## config.mk

```make
export PLATFORM = sky130hd
export DESIGN_NAME = uri_percent_decoder
export DESIGN_NICKNAME = d
export VERILOG_FILES = /design/src/hw/rtl/upd_pkg.sv /design/src/hw/rtl/uri_percent_decoder.sv
export SDC_FILE = /design/constraint.sdc
export NUM_CORES = 1
export LEC_CHECK = 0
export ABC_AREA = 0
export BUFFER_PORTS_ARGS = -buffer_cell sky130_fd_sc_hd__buf_2
export CORE_MARGIN = 2
export CORE_UTILIZATION = 41
export CTS_CLUSTER_SIZE = 14
export DETAILED_ROUTE_END_ITERATION = 6
export SLEW_MARGIN = 20
export SYNTH_ARGS = -nofsm -noshare
export SYNTH_HDL_FRONTEND = slang
export SYNTH_SLANG_ARGS = --single-unit
```

## constraint.sdc

```tcl
create_clock -name clk -period 3.4 [get_ports clk]
set_input_delay 0.17 -clock clk [delete_from_list [all_inputs] [get_ports clk]]
set_output_delay 0.17 -clock clk [all_outputs]
set_load 0.01 [all_outputs]
```

## src/hw/rtl/upd_pkg.sv

```systemverilog
// upd_pkg: constants, escape phase type and hex helpers for the percent decoder
// no dependencies; imported by uri_percent_decoder
`default_nettype none

package upd_pkg;

	localparam logic [7:0] CH_PCT   = 8'h25;
	localparam logic [7:0] CH_0     = 8'h30;
	localparam logic [7:0] CH_9     = 8'h39;
	localparam logic [7:0] CH_LC_A  = 8'h61;
	localparam logic [7:0] CH_LC_F  = 8'h66;
	localparam logic [7:0] CH_UC_A  = 8'h41;
	localparam logic [7:0] CH_UC_F  = 8'h46;
	localparam logic [3:0] HEX_TEN  = 4'd10;

	localparam int unsigned MAX_RES = 3;
	localparam int unsigned RES_IDX_W = 2;

	typedef enum logic [1:0] {
		PH_IDLE,
		PH_PCT,
		PH_DIGIT
	} upd_phase_t;

	function automatic logic is_dec(input logic [7:0] c);
		return (c >= CH_0) && (c <= CH_9);
	endfunction

	function automatic logic is_lc(input logic [7:0] c);
		return (c >= CH_LC_A) && (c <= CH_LC_F);
	endfunction

	function automatic logic is_hex(input logic [7:0] c);
		return is_dec(c) || is_lc(c) || ((c >= CH_UC_A) && (c <= CH_UC_F));
	endfunction

	function automatic logic [3:0] hex_val(input logic [7:0] c);
		logic [7:0] d;
		if (is_dec(c)) begin
			d = c - CH_0;
			return d[3:0];
		end else if (is_lc(c)) begin
			d = c - CH_LC_A;
			return HEX_TEN + d[3:0];
		end else begin
			d = c - CH_UC_A;
			return HEX_TEN + d[3:0];
		end
	endfunction

endpackage

`default_nettype wire

```

## src/hw/rtl/uri_percent_decoder.sv

```systemverilog
// uri_percent_decoder: streaming url percent decoder, one input byte per transfer
// depends on upd_pkg
`default_nettype none

// input channel: in_byte/in_last with in_valid, in_stall driven by this block.
// output channel: out_byte/out_last with out_valid, out_stall driven by the sink.
// a transfer happens at a clock edge with valid high and stall low.
// an input transfer lands in the input register; the first decoded byte is then
// loaded from there into the output register once that register is free.
// an input that yields one result is consumed as that result loads, so plain
// text and completed escapes stream at one byte per cycle while the sink does not
// stall. a '%' or a first hex digit yields no result and is consumed even then.
// a broken escape or an end of string inside an escape yields one to three results,
// one per cycle through the single output register while the sink does not stall,
// and in_stall is held high until the last of them is loaded.
// when the sink stalls, the output register holds its transfer and the input
// register holds one more byte; then in_stall rises.
// reset clears the valid flags and drops any pending escape.
module uri_percent_decoder
	import upd_pkg::*;
(
	input  wire logic       clk,
	input  wire logic       arst_n,
	input  wire logic       in_valid,
	output logic            in_stall,
	input  wire logic [7:0] in_byte,
	input  wire logic       in_last,
	output logic            out_valid,
	input  wire logic       out_stall,
	output logic [7:0]      out_byte,
	output logic            out_last
);

	logic                 valid_s1;
	logic [7:0]           byte_s1;
	logic                 last_s1;

	upd_phase_t           phase_q;
	logic [7:0]           held_q;
	logic [RES_IDX_W-1:0] idx_q;

	logic                 out_valid_q;
	logic [7:0]           out_byte_q;
	logic                 out_last_q;

	logic [7:0]           r_byte [MAX_RES];
	logic [MAX_RES-1:0]   r_last;
	logic [RES_IDX_W-1:0] cnt;
	upd_phase_t           nphase;
	logic [7:0]           nheld;
	logic                 do_fresh;
	logic                 b_hex;
	logic [7:0]           dec_val;

	logic                 out_free;
	logic                 load;
	logic                 consume;
	logic                 accept;
	logic [7:0]           sel_byte;
	logic                 sel_last;

	assign b_hex   = is_hex(byte_s1);
	assign dec_val = {hex_val(held_q), hex_val(byte_s1)};

	// result list for the item in the input register
	always_comb begin
		r_byte   = '{default: '0};
		r_last   = '0;
		cnt      = '0;
		nphase   = phase_q;
		nheld    = held_q;
		do_fresh = 1'b0;
		unique case (phase_q)
			PH_PCT: begin
				if (b_hex) begin
					if (last_s1) begin
						r_byte[0] = CH_PCT;
						r_byte[1] = byte_s1;
						r_last[1] = 1'b1;
						cnt       = 2'd2;
						nphase    = PH_IDLE;
					end else begin
						nheld  = byte_s1;
						nphase = PH_DIGIT;
					end
				end else begin
					r_byte[0] = CH_PCT;
					cnt       = 2'd1;
					do_fresh  = 1'b1;
				end
			end
			PH_DIGIT: begin
				if (b_hex) begin
					r_byte[0] = dec_val;
					r_last[0] = last_s1;
					cnt       = 2'd1;
					nphase    = PH_IDLE;
				end else begin
					r_byte[0] = CH_PCT;
					r_byte[1] = held_q;
					cnt       = 2'd2;
					do_fresh  = 1'b1;
				end
			end
			default: begin
				do_fresh = 1'b1;
			end
		endcase
		if (do_fresh) begin
			if (byte_s1 == CH_PCT && !last_s1) begin
				nphase = PH_PCT;
			end else begin
				r_byte[cnt] = byte_s1;
				r_last[cnt] = last_s1;
				cnt         = cnt + 2'd1;
				nphase      = PH_IDLE;
			end
		end
	end

	always_comb begin
		unique case (idx_q)
			2'd0:    begin sel_byte = r_byte[0]; sel_last = r_last[0]; end
			2'd1:    begin sel_byte = r_byte[1]; sel_last = r_last[1]; end
			default: begin sel_byte = r_byte[2]; sel_last = r_last[2]; end
		endcase
	end

	assign out_free = !out_valid_q || !out_stall;
	assign load     = valid_s1 && out_free && (cnt != '0);
	assign consume  = valid_s1 && ((cnt == '0) || (out_free && idx_q == cnt - 2'd1));
	assign in_stall = valid_s1 && !consume;
	assign accept   = in_valid && !in_stall;

	always_ff @(posedge clk or negedge arst_n) begin
		if (!arst_n) begin
			valid_s1    <= 1'b0;
			out_valid_q <= 1'b0;
			idx_q       <= '0;
			phase_q     <= PH_IDLE;
			held_q      <= '0;
		end else begin
			if (accept) begin
				valid_s1 <= 1'b1;
			end else if (consume) begin
				valid_s1 <= 1'b0;
			end
			if (load) begin
				out_valid_q <= 1'b1;
			end else if (out_free) begin
				out_valid_q <= 1'b0;
			end
			if (consume) begin
				idx_q   <= '0;
				phase_q <= nphase;
				held_q  <= nheld;
			end else if (load) begin
				idx_q <= idx_q + 2'd1;
			end
		end
	end

	always_ff @(posedge clk) begin
		if (accept) begin
			byte_s1 <= in_byte;
			last_s1 <= in_last;
		end
		if (load) begin
			out_byte_q <= sel_byte;
			out_last_q <= sel_last;
		end
	end

	assign out_valid = out_valid_q;
	assign out_byte  = out_byte_q;
	assign out_last  = out_last_q;

endmodule

`default_nettype wire

```

==> flow_metrics.py <==
metrics = {
    "status": {
        "status": "finished, violations left",
        "violations": "negative setup slack",
    },
    "timing": {
        "worst_slack_ps": -275,
        "fmax_mhz": 272,
        "period_share": 1.08,
        "hold_viol_final": 0,
        "fin_setup_tns_ps": -3080,
        "final.setup_skew_ps": 11.3,
        "setup_viol": 22,
        "drv_slew": 0,
        "fin_crit_ps": 3680,
        "slew_headroom": 0.543,
        "rsz0062_at_grt": "yes",
        "worst_pin_slew_ps": 683,
    },
    "die": {
        "start_util": 0.430,
        "dieHeight_um": 74.6,
        "core_area_um2": 4750,
        "die_w_um": 74.6,
        "dieArea_um2": 5570,
        "rows": 25,
        "io-pin-count": 24,
    },
    "setup_path": {
        "cp.required_ps": 3570,
        "worst_path_largest_cell_delay_ps": 400,
        "ff2ff_path_depth": 17,
        "rrSetupSlack_ps": -280,
        "path_class": "register to register",
        "crit_fanout": 5,
        "r2r-start": "byte_s1[1]$_DFFE_PP_",
        "crit_arrival_ps": 3850,
        "startpoint_type": "register",
        "path_cells": "inv_2 -> ha_4 -> or3b_1 -> nand4b_1 -> o31a_1 -> nand2_2 -> a21oi_2 -> inv_2 -> ha_1 -> mux2i_1 -> ha_1 -> xnor2_1 -> a21oi_2 -> and3_1 -> mux2i_2 -> a21oi_4 -> mux2_4",
        "r2r-end": "held_q[4]$_DFFE_PN0P_",
        "cp-end-kind": "register",
        "worst_path_max_delay_cell": "edfxtp_1",
    },
    "final_layout": {
        "mostFrequentLayoutCells": "buf_4, buf_2, edfxtp_1, nand2_1",
        "fill_cells": 430,
        "final_common_cell": "buf_4",
        "antenna_cells": 0,
        "drive_above_1_share": 0.402,
        "final_nets": 289,
        "area_delta_synth_final_pct": 35.5,
    },
    "global_routing": {
        "use_met1": 0.251,
        "grt_pass1_vias": 1533,
        "gr-usage-all-layers": 0.181,
        "grt_pass1_wl_um": 7410,
        "gr-usage-met2": 0.283,
        "grt_max_degree": 15,
        "busiest_layer": "met2",
        "use_met3": 0.0469,
        "antenna_found_initial": 0,
        "overflow": 0,
    },
    "cts": {
        "clock_path_buffers": 2,
        "cts_root_buf": "clkbuf_8",
        "numClockSinks": 32,
        "clk_latency_ps": 290,
        "cts_inserted_buffers": 5,
        "cts_htree_levels": 2,
        "cts_tree": "built",
        "clkTransAtPathRegs_ps": 70,
    },
    "detailed_routing": {
        "first_pass_iters": 4,
        "wirelength_um": 4540,
        "routedWlPerCell_um": 13.8,
        "routed_via_density": 5.12,
        "drcViolationCount": 0,
        "ant_nets": 0,
        "via_count": 1678,
        "drtIter0Drc": 95,
    },
    "synthesis": {
        "ys_seq_area_frac": 0.436,
        "ys.warnings.count": 0,
        "synth_nets": 219,
        "netlist_instances": 190,
        "avgSynthCellArea_um2": 10.8,
        "synth_cell_types": 48,
        "ys_ff_latch": 32,
        "syn-cell-area_um2": 2040,
    },
    "hold_path": {
        "worstHoldStart": "in_byte[1]",
        "hold_path_depth": 1,
        "hold_end": "byte_s1[1]$_DFFE_PP_",
        "hp-class": "input port to register",
    },
    "power": {
        "p_int_w": 0.00101,
        "switchingPower_w": 0.000541,
        "netSwitchingFraction": 0.349,
        "vdd_drop_max_mv": 0.395,
        "leakage_nw": 1.21,
        "combinationalPowerShare": 0.435,
        "power.density_nw_per_um2": 560,
        "seqPwrFrac": 0.378,
        "power_w": 0.00155,
        "p_clk_frac": 0.188,
    },
    "job": {
        "drv_cap": 0,
    },
    "placed_design": {
        "pre_cts_ws_ps": -263,
        "hpwl_um": 3450,
        "portBuffers": 23,
        "routabilityCongestion": 0.829,
    },
}
## stage by stage
stage / area [µm²] / util / hold slack [ps] / instances
after floorplan: 2090 / - / -126 / 190
after global placement: 2540 / 0.534 / 96.7 / 311
after detailed placement: 2540 / 0.534 / 99.2 / 311
after CTS: 2740 / 0.576 / 50.7 / 328
after global routing: 2770 / 0.583 / 44.5 / 328
final: 2770 / 0.583 / 61.5 / 328
## metal layers
| metal | wire [µm] | vias to the layer above |
|---|---|---|
| met5 | 0 | - |
| met4 | 30 | 0 |
| met3 | 226 | 4 |
| met2 | 2140 | 44 |
| met1 | 2140 | 798 |
| li1 | - | 832 |
## flip-flops by register name (all words and copies together) (netlist names)
register   cells
held_q         8
out_last       1
byte_s1        8
out_byte       8
out_valid      1
valid_s1       1
last_s1        1
phase_q        2
idx_q          2
## cell type report
| type | instances | area (µm²) | area share |
|---|---|---|---|
| Clock buffer | 5 | 68.8 | 0.0248 |
| Sequential cell | 32 | 891 | 0.322 |
| Clock inverter | 3 | 18.8 | 0.00678 |
| Multi-Input combinational cell | 139 | 1180 | 0.427 |
| Inverter | 15 | 56.3 | 0.0203 |
| Timing Repair Buffer | 67 | 468 | 0.169 |
| Tap cell | 67 | 83.8 | 0.0303 |
## cell usage after synthesis, drive strengths merged
master | count | area [µm²]
a21boi | 1 | 7.51
nor3 | 1 | 5.00
a41oi | 1 | 8.76
o211ai | 3 | 27.5
a2111oi | 1 | 10.0
nand4 | 1 | 6.26
clkbuf | 2 | 7.51
and3 | 2 | 12.5
nand2b | 1 | 6.26
a32o | 1 | 10.0
a21o | 3 | 22.5
mux2i | 9 | 106
dfrtp | 14 | 350
or2 | 1 | 6.26
inv | 15 | 56.3
nand2 | 17 | 63.8
mux2 | 4 | 60.1
o21ai | 7 | 35.0
nor2 | 12 | 45.0
o31a | 1 | 8.76
xor2 | 2 | 17.5
a211oi | 1 | 7.51
a221o | 7 | 70.1
nand4b | 1 | 8.76
edfxtp | 18 | 541
o21ba | 1 | 10.0
a21oi | 13 | 76.3
nand3 | 8 | 40.0
or4 | 1 | 7.51
nor2b | 6 | 37.5
nor4b | 1 | 15.0
o21bai | 1 | 7.51
a31oi | 2 | 12.5
a211o | 1 | 8.76
buf | 2 | 18.8
or3b | 1 | 8.76
nor3b | 2 | 20.0
o31ai | 1 | 12.5
a22oi | 1 | 7.51
ha | 16 | 200
xnor2 | 7 | 61.3
## power by group through the flow
stage	clock network [W]	logic, W	registers, W
2_1_floorplan	0	0.000326	0.000614
3_3_place_gp	0	0.000588	0.000590
3_5_place_dp	0	0.000593	0.000592
4_1_cts	0.000300	0.000656	0.000585
5_1_grt	0.000317	0.000739	0.000599
6_report	0.000291	0.000674	0.000586
## worst max-delay path, delay by kind of cell, from the launching register on
kind	cells	cell delay, ps
compound gates	4	820
simple gates	4	770
fa+ha+maj	3	670
mux	3	570
flops	1	400
buf+inv	2	190
xor+xnor	1	140
## worst max path at each step
stage / depth (start not counted) / slack, ps / startpoint / to
detailed placement: 19 / -260 / byte_s1[1]$_DFFE_PP_ / held_q[0]$_DFFE_PN0P_
global placement: 19 / -140 / byte_s1[1]$_DFFE_PP_ / held_q[6]$_DFFE_PN0P_
floorplan: 18 / -290 / byte_s1[0]$_DFFE_PP_ / held_q[2]$_DFFE_PN0P_
CTS: 15 / -200 / byte_s1[1]$_DFFE_PP_ / held_q[2]$_DFFE_PN0P_
finish: 17 / -280 / byte_s1[1]$_DFFE_PP_ / held_q[4]$_DFFE_PN0P_
global route: 18 / -500 / byte_s1[0]$_DFFE_PP_ / held_q[0]$_DFFE_PN0P_
## what timing repair did
action / CTS / global route
endpoints found under the hold margin: 14 / 0
hold buffers: 1 / 0
buffers inserted: 9 / 0
setup endpoints to repair: 22 / 30
resized for setup: 10 / 7
pin swaps: 10 / 1
gates cloned: 0 / 0
## cells by family after synthesis
logic type | after synthesis | share of synthesized area
simple gates | 55 | 0.138
compound gates | 46 | 0.168
flops | 32 | 0.436
buf+inv | 19 | 0.0404
fa+ha+maj | 16 | 0.0979
mux | 13 | 0.0814
xor+xnor | 9 | 0.0386
Power figures use the tool's default switching activity.
